$ cat src/rtl/arck_pkg.sv
// ----------------------------------------------------------------------------
// arck_pkg
// Types, constants and AES helper functions shared by the keystream unit.
// ----------------------------------------------------------------------------
package arck_pkg;

    localparam int KEY_HALF_W = 64;
    localparam int COUNT_W    = 7;
    localparam int REG_IDX_W  = 2;

    localparam logic [REG_IDX_W-1:0] REG_KEY_FIRST  = 2'd0;
    localparam logic [REG_IDX_W-1:0] REG_KEY_SECOND = 2'd1;
    localparam logic [REG_IDX_W-1:0] REG_START_CNT  = 2'd2;

    localparam logic [7:0]   PLAIN_BYTE  = 8'h30;
    localparam logic [127:0] PLAIN_BLOCK = {16{PLAIN_BYTE}};
    localparam logic [3:0]   LAST_ROUND  = 4'd10;

    typedef struct packed {
        logic                   restart;
        logic [COUNT_W-1:0]     block_count;
    } req_t;

    typedef struct packed {
        logic [KEY_HALF_W-1:0]  keystream_first_half;
        logic [KEY_HALF_W-1:0]  keystream_second_half;
        logic                   last_block;
    } rsp_t;

    typedef struct packed {
        logic                   restart;
        logic [COUNT_W-1:0]     count;
    } job_t;

    function automatic logic [7:0] sbox(input logic [7:0] x);
        logic [7:0] t [256];
        t = '{
        8'h63,8'h7c,8'h77,8'h7b,8'hf2,8'h6b,8'h6f,8'hc5,8'h30,8'h01,8'h67,8'h2b,8'hfe,8'hd7,8'hab,8'h76,
        8'hca,8'h82,8'hc9,8'h7d,8'hfa,8'h59,8'h47,8'hf0,8'had,8'hd4,8'ha2,8'haf,8'h9c,8'ha4,8'h72,8'hc0,
        8'hb7,8'hfd,8'h93,8'h26,8'h36,8'h3f,8'hf7,8'hcc,8'h34,8'ha5,8'he5,8'hf1,8'h71,8'hd8,8'h31,8'h15,
        8'h04,8'hc7,8'h23,8'hc3,8'h18,8'h96,8'h05,8'h9a,8'h07,8'h12,8'h80,8'he2,8'heb,8'h27,8'hb2,8'h75,
        8'h09,8'h83,8'h2c,8'h1a,8'h1b,8'h6e,8'h5a,8'ha0,8'h52,8'h3b,8'hd6,8'hb3,8'h29,8'he3,8'h2f,8'h84,
        8'h53,8'hd1,8'h00,8'hed,8'h20,8'hfc,8'hb1,8'h5b,8'h6a,8'hcb,8'hbe,8'h39,8'h4a,8'h4c,8'h58,8'hcf,
        8'hd0,8'hef,8'haa,8'hfb,8'h43,8'h4d,8'h33,8'h85,8'h45,8'hf9,8'h02,8'h7f,8'h50,8'h3c,8'h9f,8'ha8,
        8'h51,8'ha3,8'h40,8'h8f,8'h92,8'h9d,8'h38,8'hf5,8'hbc,8'hb6,8'hda,8'h21,8'h10,8'hff,8'hf3,8'hd2,
        8'hcd,8'h0c,8'h13,8'hec,8'h5f,8'h97,8'h44,8'h17,8'hc4,8'ha7,8'h7e,8'h3d,8'h64,8'h5d,8'h19,8'h73,
        8'h60,8'h81,8'h4f,8'hdc,8'h22,8'h2a,8'h90,8'h88,8'h46,8'hee,8'hb8,8'h14,8'hde,8'h5e,8'h0b,8'hdb,
        8'he0,8'h32,8'h3a,8'h0a,8'h49,8'h06,8'h24,8'h5c,8'hc2,8'hd3,8'hac,8'h62,8'h91,8'h95,8'he4,8'h79,
        8'he7,8'hc8,8'h37,8'h6d,8'h8d,8'hd5,8'h4e,8'ha9,8'h6c,8'h56,8'hf4,8'hea,8'h65,8'h7a,8'hae,8'h08,
        8'hba,8'h78,8'h25,8'h2e,8'h1c,8'ha6,8'hb4,8'hc6,8'he8,8'hdd,8'h74,8'h1f,8'h4b,8'hbd,8'h8b,8'h8a,
        8'h70,8'h3e,8'hb5,8'h66,8'h48,8'h03,8'hf6,8'h0e,8'h61,8'h35,8'h57,8'hb9,8'h86,8'hc1,8'h1d,8'h9e,
        8'he1,8'hf8,8'h98,8'h11,8'h69,8'hd9,8'h8e,8'h94,8'h9b,8'h1e,8'h87,8'he9,8'hce,8'h55,8'h28,8'hdf,
        8'h8c,8'ha1,8'h89,8'h0d,8'hbf,8'he6,8'h42,8'h68,8'h41,8'h99,8'h2d,8'h0f,8'hb0,8'h54,8'hbb,8'h16
        };
        return t[x];
    endfunction

    function automatic logic [7:0] xtime(input logic [7:0] x);
        return {x[6:0], 1'b0} ^ (x[7] ? 8'h1b : 8'h00);
    endfunction

    // byte i of a block sits at bits [8i+7:8i]
    function automatic logic [127:0] key_step(input logic [127:0] k, input logic [7:0] rc);
        logic [127:0] n;
        logic [31:0]  t;
        t = {sbox(k[103:96]), sbox(k[127:120]), sbox(k[119:112]),
             sbox(k[111:104]) ^ rc};
        n[31:0]   = k[31:0]   ^ t;
        n[63:32]  = k[63:32]  ^ n[31:0];
        n[95:64]  = k[95:64]  ^ n[63:32];
        n[127:96] = k[127:96] ^ n[95:64];
        return n;
    endfunction

    function automatic logic [127:0] enc_round(input logic [127:0] s,
                                               input logic [127:0] rk,
                                               input logic         final_rnd);
        logic [127:0] t;
        logic [127:0] m;
        logic [7:0]   a0, a1, a2, a3, x;
        for (int c = 0; c < 4; c++)
            for (int r = 0; r < 4; r++)
                t[(c*4+r)*8 +: 8] = sbox(s[((((c+r)&3)*4)+r)*8 +: 8]);
        m = t;
        if (!final_rnd)
        begin
            for (int c = 0; c < 4; c++)
            begin
                a0 = t[(c*4)*8 +: 8];
                a1 = t[(c*4+1)*8 +: 8];
                a2 = t[(c*4+2)*8 +: 8];
                a3 = t[(c*4+3)*8 +: 8];
                x  = a0 ^ a1 ^ a2 ^ a3;
                m[(c*4)*8 +: 8]   = a0 ^ x ^ xtime(a0 ^ a1);
                m[(c*4+1)*8 +: 8] = a1 ^ x ^ xtime(a1 ^ a2);
                m[(c*4+2)*8 +: 8] = a2 ^ x ^ xtime(a2 ^ a3);
                m[(c*4+3)*8 +: 8] = a3 ^ x ^ xtime(a3 ^ a0);
            end
        end
        return m ^ rk;
    endfunction

endpackage

$ cat src/rtl/arck_front.sv
// ----------------------------------------------------------------------------
// arck_front
// Accepts requests, saturates the count and queues them for the back end.
// ----------------------------------------------------------------------------
module arck_front #(
    parameter int MAX_BLOCKS = 64
) (
    input  logic           clk,
    input  logic           rst_n,
    input  logic           in_valid,
    output logic           in_stall,
    input  arck_pkg::req_t in_req,
    output logic           job_valid,
    input  logic           job_take,
    output arck_pkg::job_t job
);
    import arck_pkg::*;

    job_t       q_reg [2];
    logic       wp_reg, rp_reg;
    logic [1:0] cnt_reg;
    logic       push, pop;
    job_t       nj;

    assign in_stall  = (cnt_reg == 2'd2);
    assign push      = in_valid && !in_stall;
    assign job_valid = (cnt_reg != 2'd0);
    assign pop       = job_valid && job_take;
    assign job       = q_reg[rp_reg];

    always_comb
    begin
        nj.restart = in_req.restart;
        nj.count   = (in_req.block_count > COUNT_W'(MAX_BLOCKS)) ?
                     COUNT_W'(MAX_BLOCKS) : in_req.block_count;
    end

    always_ff @(posedge clk)
    begin
        if (push)
            q_reg[wp_reg] <= nj;
    end

    always_ff @(posedge clk or negedge rst_n)
    begin
        if (!rst_n)
        begin
            wp_reg  <= 1'b0;
            rp_reg  <= 1'b0;
            cnt_reg <= 2'd0;
        end
        else
        begin
            if (push) wp_reg <= !wp_reg;
            if (pop)  rp_reg <= !rp_reg;
            cnt_reg <= cnt_reg + 2'(push) - 2'(pop);
        end
    end

endmodule

$ cat config.mk
export PLATFORM = sky130hd
export DESIGN_NAME = arck_front
export DESIGN_NICKNAME = d
export VERILOG_FILES = /design/src/rtl/arck_pkg.sv /design/src/rtl/arck_front.sv
export SDC_FILE = /design/constraint.sdc
export NUM_CORES = 1
export LEC_CHECK = 0
export ABC_AREA = 1
export BUFFER_PORTS_ARGS = -buffer_cell sky130_fd_sc_hd__buf_2
export CORE_ASPECT_RATIO = 1.1
export CORE_UTILIZATION = 30
export CTS_CLUSTER_DIAMETER = 80
export DETAILED_ROUTE_END_ITERATION = 16
export GPL_TIMING_DRIVEN = 0
export PLACE_DENSITY_LB_ADDON = 0.3
export SYNTH_ARGS = -nofsm -noshare
export SYNTH_HDL_FRONTEND = slang
export SYNTH_SLANG_ARGS = --single-unit
export TNS_END_PERCENT = 30
$ cat constraint.sdc
create_clock -name clk -period 2.7 [get_ports clk]
set_input_delay 0.54 -clock clk [delete_from_list [all_inputs] [get_ports clk]]
set_output_delay 0.54 -clock clk [all_outputs]
set_load 0.02 [all_outputs]
After elaboration in Yosys (flattened, before gate mapping). Memories as Yosys holds them, arrays and structs flattened. Cells that the tools add are included.

Add/subtract/negate cells: 2. Order comparisons: 1. Equal/unequal tests: 1. Multiplexer cells: 3. Reduce and logical (&&, ||, !) cells: 6.

Operators by type and width (count): > comparator 7 bit, second input constant (1); 2-to-1 mux 7 bit (1); logical NOT 1 bit (3); adder 2 x 1 -> 2 bit (1); equality test 2 bit, second input constant (1); logical AND 1 bit (2); 2-to-1 mux 1 bit (2); nonzero test 2 bit (1); subtractor 2 x 1 -> 2 bit (1).

Flip-flop bits (word level): 4. Bits in writable memories: 16. Input port bits: 12. Output and inout bits: 10. Word-level logic and storage cells: 17. Memories kept: 1.

Memory list: q_reg (words 2, width 8, rd ports 1, clocked after Yosys merged registers in 0, wr ports 1, RTL line arck_front.sv:19) `job_t q_reg [2];`.

Longest topological paths before layout.
Word-level depth: 5. Mapped depth: 10. Depth with buffers taken out: 10.

Worst setup path before layout. No wires, ideal clock.

Path type: register to register. Start point: register cnt_reg[1]. End point: register cnt_reg[1]. Library setup time: 0.116 ns. Arrival: 1.305 ns. Required time: 2.584 ns. Setup slack: 1.278 ns. Cell stages (with the launch flop): 11. Buffers on the path: 0. Period minus slack after synthesis: 1.422 ns. Path through: dfrtp_1 inv_2 nand2_2 nand2_2 inv_1 ha_1 inv_1 ha_1 inv_1 nand2_1 nand2_1.

Elaborated cells between the ends (all ways): 7. Classes of those cells: add/sub (2); eq/ne (1); reduce/logical (4).

RTL lines: start, declared (RTL line arck_front.sv:21) `logic [1:0] cnt_reg;`; start signal, assigned (RTL line arck_front.sv:56) `cnt_reg <= cnt_reg + 2'(push) - 2'(pop);`; nonzero test 2 bit (RTL line arck_front.sv:27) `assign job_valid = (cnt_reg != 2'd0);`; via job_valid (RTL line arck_front.sv:13) `output logic job_valid,`; logical AND 1 bit (RTL line arck_front.sv:28) `assign pop = job_valid && job_take;`; via pop (RTL line arck_front.sv:22) `logic push, pop;`; subtractor 2 x 1 -> 2 bit (RTL line arck_front.sv:56).

The timed path passes the listed nets, and every way through them passes these cells. A chain may end at the register's enable or synchronous reset.

==> flow_metrics.py <==
metrics = {
    "status": {
        "outcome": "finished, final reports clean",
    },
    "global_routing": {
        "antenna_found_initial": 0,
        "grt_pass1_wl_um": 2280,
        "gr-total-overflow": 0,
        "first_global_vias": 552,
        "grt_max_degree": 12,
        "grt_use_total": 0.103,
    },
    "worst_setup_path": {
        "worst_ep_required_time_ns": 2.16,
        "path_max_fanout": 9,
        "cp_cell_sequence": "buf_2, inv_2, nand2_1, nand2_1, buf_2",
        "cp_slowest_stage_delay_ns": 0.37,
        "critical_path_arrival_ns": 1.28,
        "path_class": "flip-flop to primary output",
        "critical-path-top-delay-family": "buffers and inverters",
        "start_kind": "flip-flop",
        "cp-end-kind": "primary output",
        "path_buf_inv": 3,
        "critical_path.slowest_cell": "dfrtp_1",
    },
    "die": {
        "start_util": 0.318,
        "die_width_um": 54.0,
        "num_rows": 20,
        "dieHeight_um": 59.2,
        "io_pins": 22,
        "die_area_sq_mm": 0.00320,
        "coreArea_sq_mm": 0.00280,
    },
    "route": {
        "drtIter0Drc": 11,
        "drt_wl_total_um": 1440,
        "vias_per_cell": 4.20,
        "num_vias": 605,
        "avgRoutedWirePerCell_um": 10.0,
        "ant_nets": 0,
        "first_pass_iters": 4,
        "drc_errors": 0,
    },
    "cts": {
        "clk_latency_ns": 0.29,
        "post_cts_buffers": 0,
        "clock_sinks": 20,
        "cts_max_path_buffers": 2,
        "cts_made_buffers": 3,
        "tritoncts": "done",
        "clk_transition_reported_paths_ns": 0.10,
        "cts_root_buf": "clkbuf_4",
        "htreeDepth": 1,
        "cts_resized": 0,
        "ctsHoldBuffers": 0,
    },
    "timing": {
        "finalHoldViolations": 0,
        "slew_violations": 0,
        "period_share": 0.676,
        "setup_violations": 0,
        "tightest_slew_ns": 0.700,
        "clock.fmax_mhz": 548,
        "fin_tns_setup_ns": 0,
        "min_period_ns": 1.82,
        "rsz0062_at_grt": "false",
        "fin_skew_ns": 0.00775,
        "setup_ws_ns": 0.876,
        "holdWs_ns": 0.0339,
        "relSlewSlack": 0.531,
    },
    "power": {
        "power_mw": 1.08,
        "p_clk_frac": 0.131,
        "switching_share": 0.409,
        "p_leak_nw": 0.518,
        "intPower_uw": 639,
        "combPwrFrac": 0.432,
        "powerDensity_mw_per_mm2": 1020,
        "p_sw_uw": 443,
        "p_seq_frac": 0.437,
        "vdd.ir_drop.worst_mv": 0.290,
    },
    "run": {
        "drv_cap": 0,
    },
    "placed_design": {
        "dp.final_hpwl_um": 1060,
        "port_buffers": 21,
        "gp_congestion": 0.696,
        "placed_area_sq_mm": 0.00104,
        "post-place-ws_ns": 0.984,
        "place_inst": 140,
    },
    "cells_and_area": {
        "area_growth_pct": 19.4,
        "layout-drive-gt1-share": 0.279,
        "fillers": 282,
        "diodes": 0,
        "fin_util": 0.380,
        "postLayoutCellArea_sq_mm": 0.00106,
        "stdcell_count": 144,
        "nets": 126,
        "largest_reg_flops": 16,
    },
    "synthesis": {
        "avgSynthCellArea_sq_um": 10.4,
        "synthCells": 86,
        "ys_seq_area_frac": 0.651,
        "ys_seq_elements": 20,
        "syn_area_sq_um": 892,
        "synth_cell_types": 16,
        "ys_warn_count": 0,
        "synth_nets": 100,
    },
    "hold_path": {
        "holdCritPathClass": "input port to asynchronous set/reset pin",
    },
}
-- power by group through the flow --
stage	logic, mW	registers, mW	clock network, mW
2_1_floorplan	0.339	0.473	0
3_3_place_gp	0.469	0.477	0
3_5_place_dp	0.481	0.481	0
4_1_cts	0.482	0.473	0.145
5_1_grt	0.524	0.483	0.157
6_report	0.468	0.472	0.142
-- worst reg2reg max path: stages (launching register included) --
cell     delay (ns)
dfrtp_1        0.43
inv_2          0.12
o21ai_4        0.07
nor2_1         0.54
-- metal layers --
metal,part of all wire,vias to the layer above,track usage
met5,0,-,0
met4,0.016,0,0.0916
met3,0.037,2,0.00769
met2,0.47,11,0.148
met1,0.48,268,0.136
li1,-,324,-
-- cell families (layout without fill, tap and decap cells) --
family / after synthesis / in the layout / share of synthesized area
adder cells (fa/ha/maj): 2 / 2 / 0.0280
AO/OA/AOI/OAI: 8 / 8 / 0.0603
AND/OR/NAND/NOR: 37 / 37 / 0.163
buffers and inverters: 16 / 41 / 0.0687
XOR/XNOR: 3 / 3 / 0.0295
flip-flops: 20 / 20 / 0.651
-- cell type report --
cell class / instances / area (sq um) / area share
multi-input cells: 50 / 250 / 0.235
repair buffers: 21 / 105 / 0.0987
clock inverters: 1 / 3.75 / 0.00353
inverters: 14 / 52.6 / 0.0494
plain buffers: 2 / 8.76 / 0.00823
clock buffers: 3 / 22.5 / 0.0212
well taps: 33 / 41.3 / 0.0388
flip-flops and latches: 20 / 581 / 0.545
-- Yosys cell counts --
library cell | count | area (sq um)
buf_2 | 1 | 5.00
xnor2_1 | 1 | 8.76
inv_1 | 11 | 41.3
xor2_1 | 2 | 17.5
nor2_1 | 5 | 18.8
nand2_2 | 2 | 12.5
a21oi_1 | 6 | 30.0
nand3_1 | 1 | 5.00
ha_1 | 2 | 25.0
nand2_1 | 29 | 109
dfrtp_1 | 4 | 100
edfxtp_1 | 16 | 480
o21ai_4 | 1 | 16.3
inv_2 | 3 | 11.3
clkbuf_1 | 1 | 3.75
o211ai_1 | 1 | 7.51
-- final timing paths --
kind	start	endpoint	slack [ns]	depth (start not counted)
setup / recovery	rp_reg	job[3]	0.88	5
hold / removal	rst_n	cnt_reg[0]	0.03	1
setup reg to reg	cnt_reg[1]	q_reg[1][2]	1.18	3
hold reg to reg	wp_reg	wp_reg	0.49	2
max in group asynchronous	rst_n	wp_reg	2.55	1
min in group clk	in_req[7]	q_reg[1][7]	0.43	1
-- cell usage in the layout, fill, tap and decap left out --
| cell | instances |
|---|---|
| nand2_1 | 29 |
| xnor2_1 | 1 |
| clkbuf_4 | 3 |
| ha_1 | 2 |
| nand3_1 | 1 |
| o211ai_1 | 1 |
| inv_2 | 3 |
| o21ai_4 | 1 |
| buf_2 | 22 |
| a21oi_1 | 6 |
| xor2_1 | 2 |
| nand2_2 | 2 |
| dfrtp_1 | 4 |
| clkinv_1 | 1 |
| edfxtp_1 | 16 |
| nor2_1 | 5 |
| inv_1 | 11 |
| clkbuf_1 | 1 |
Note: power is estimated with default switching activity, not from simulation.
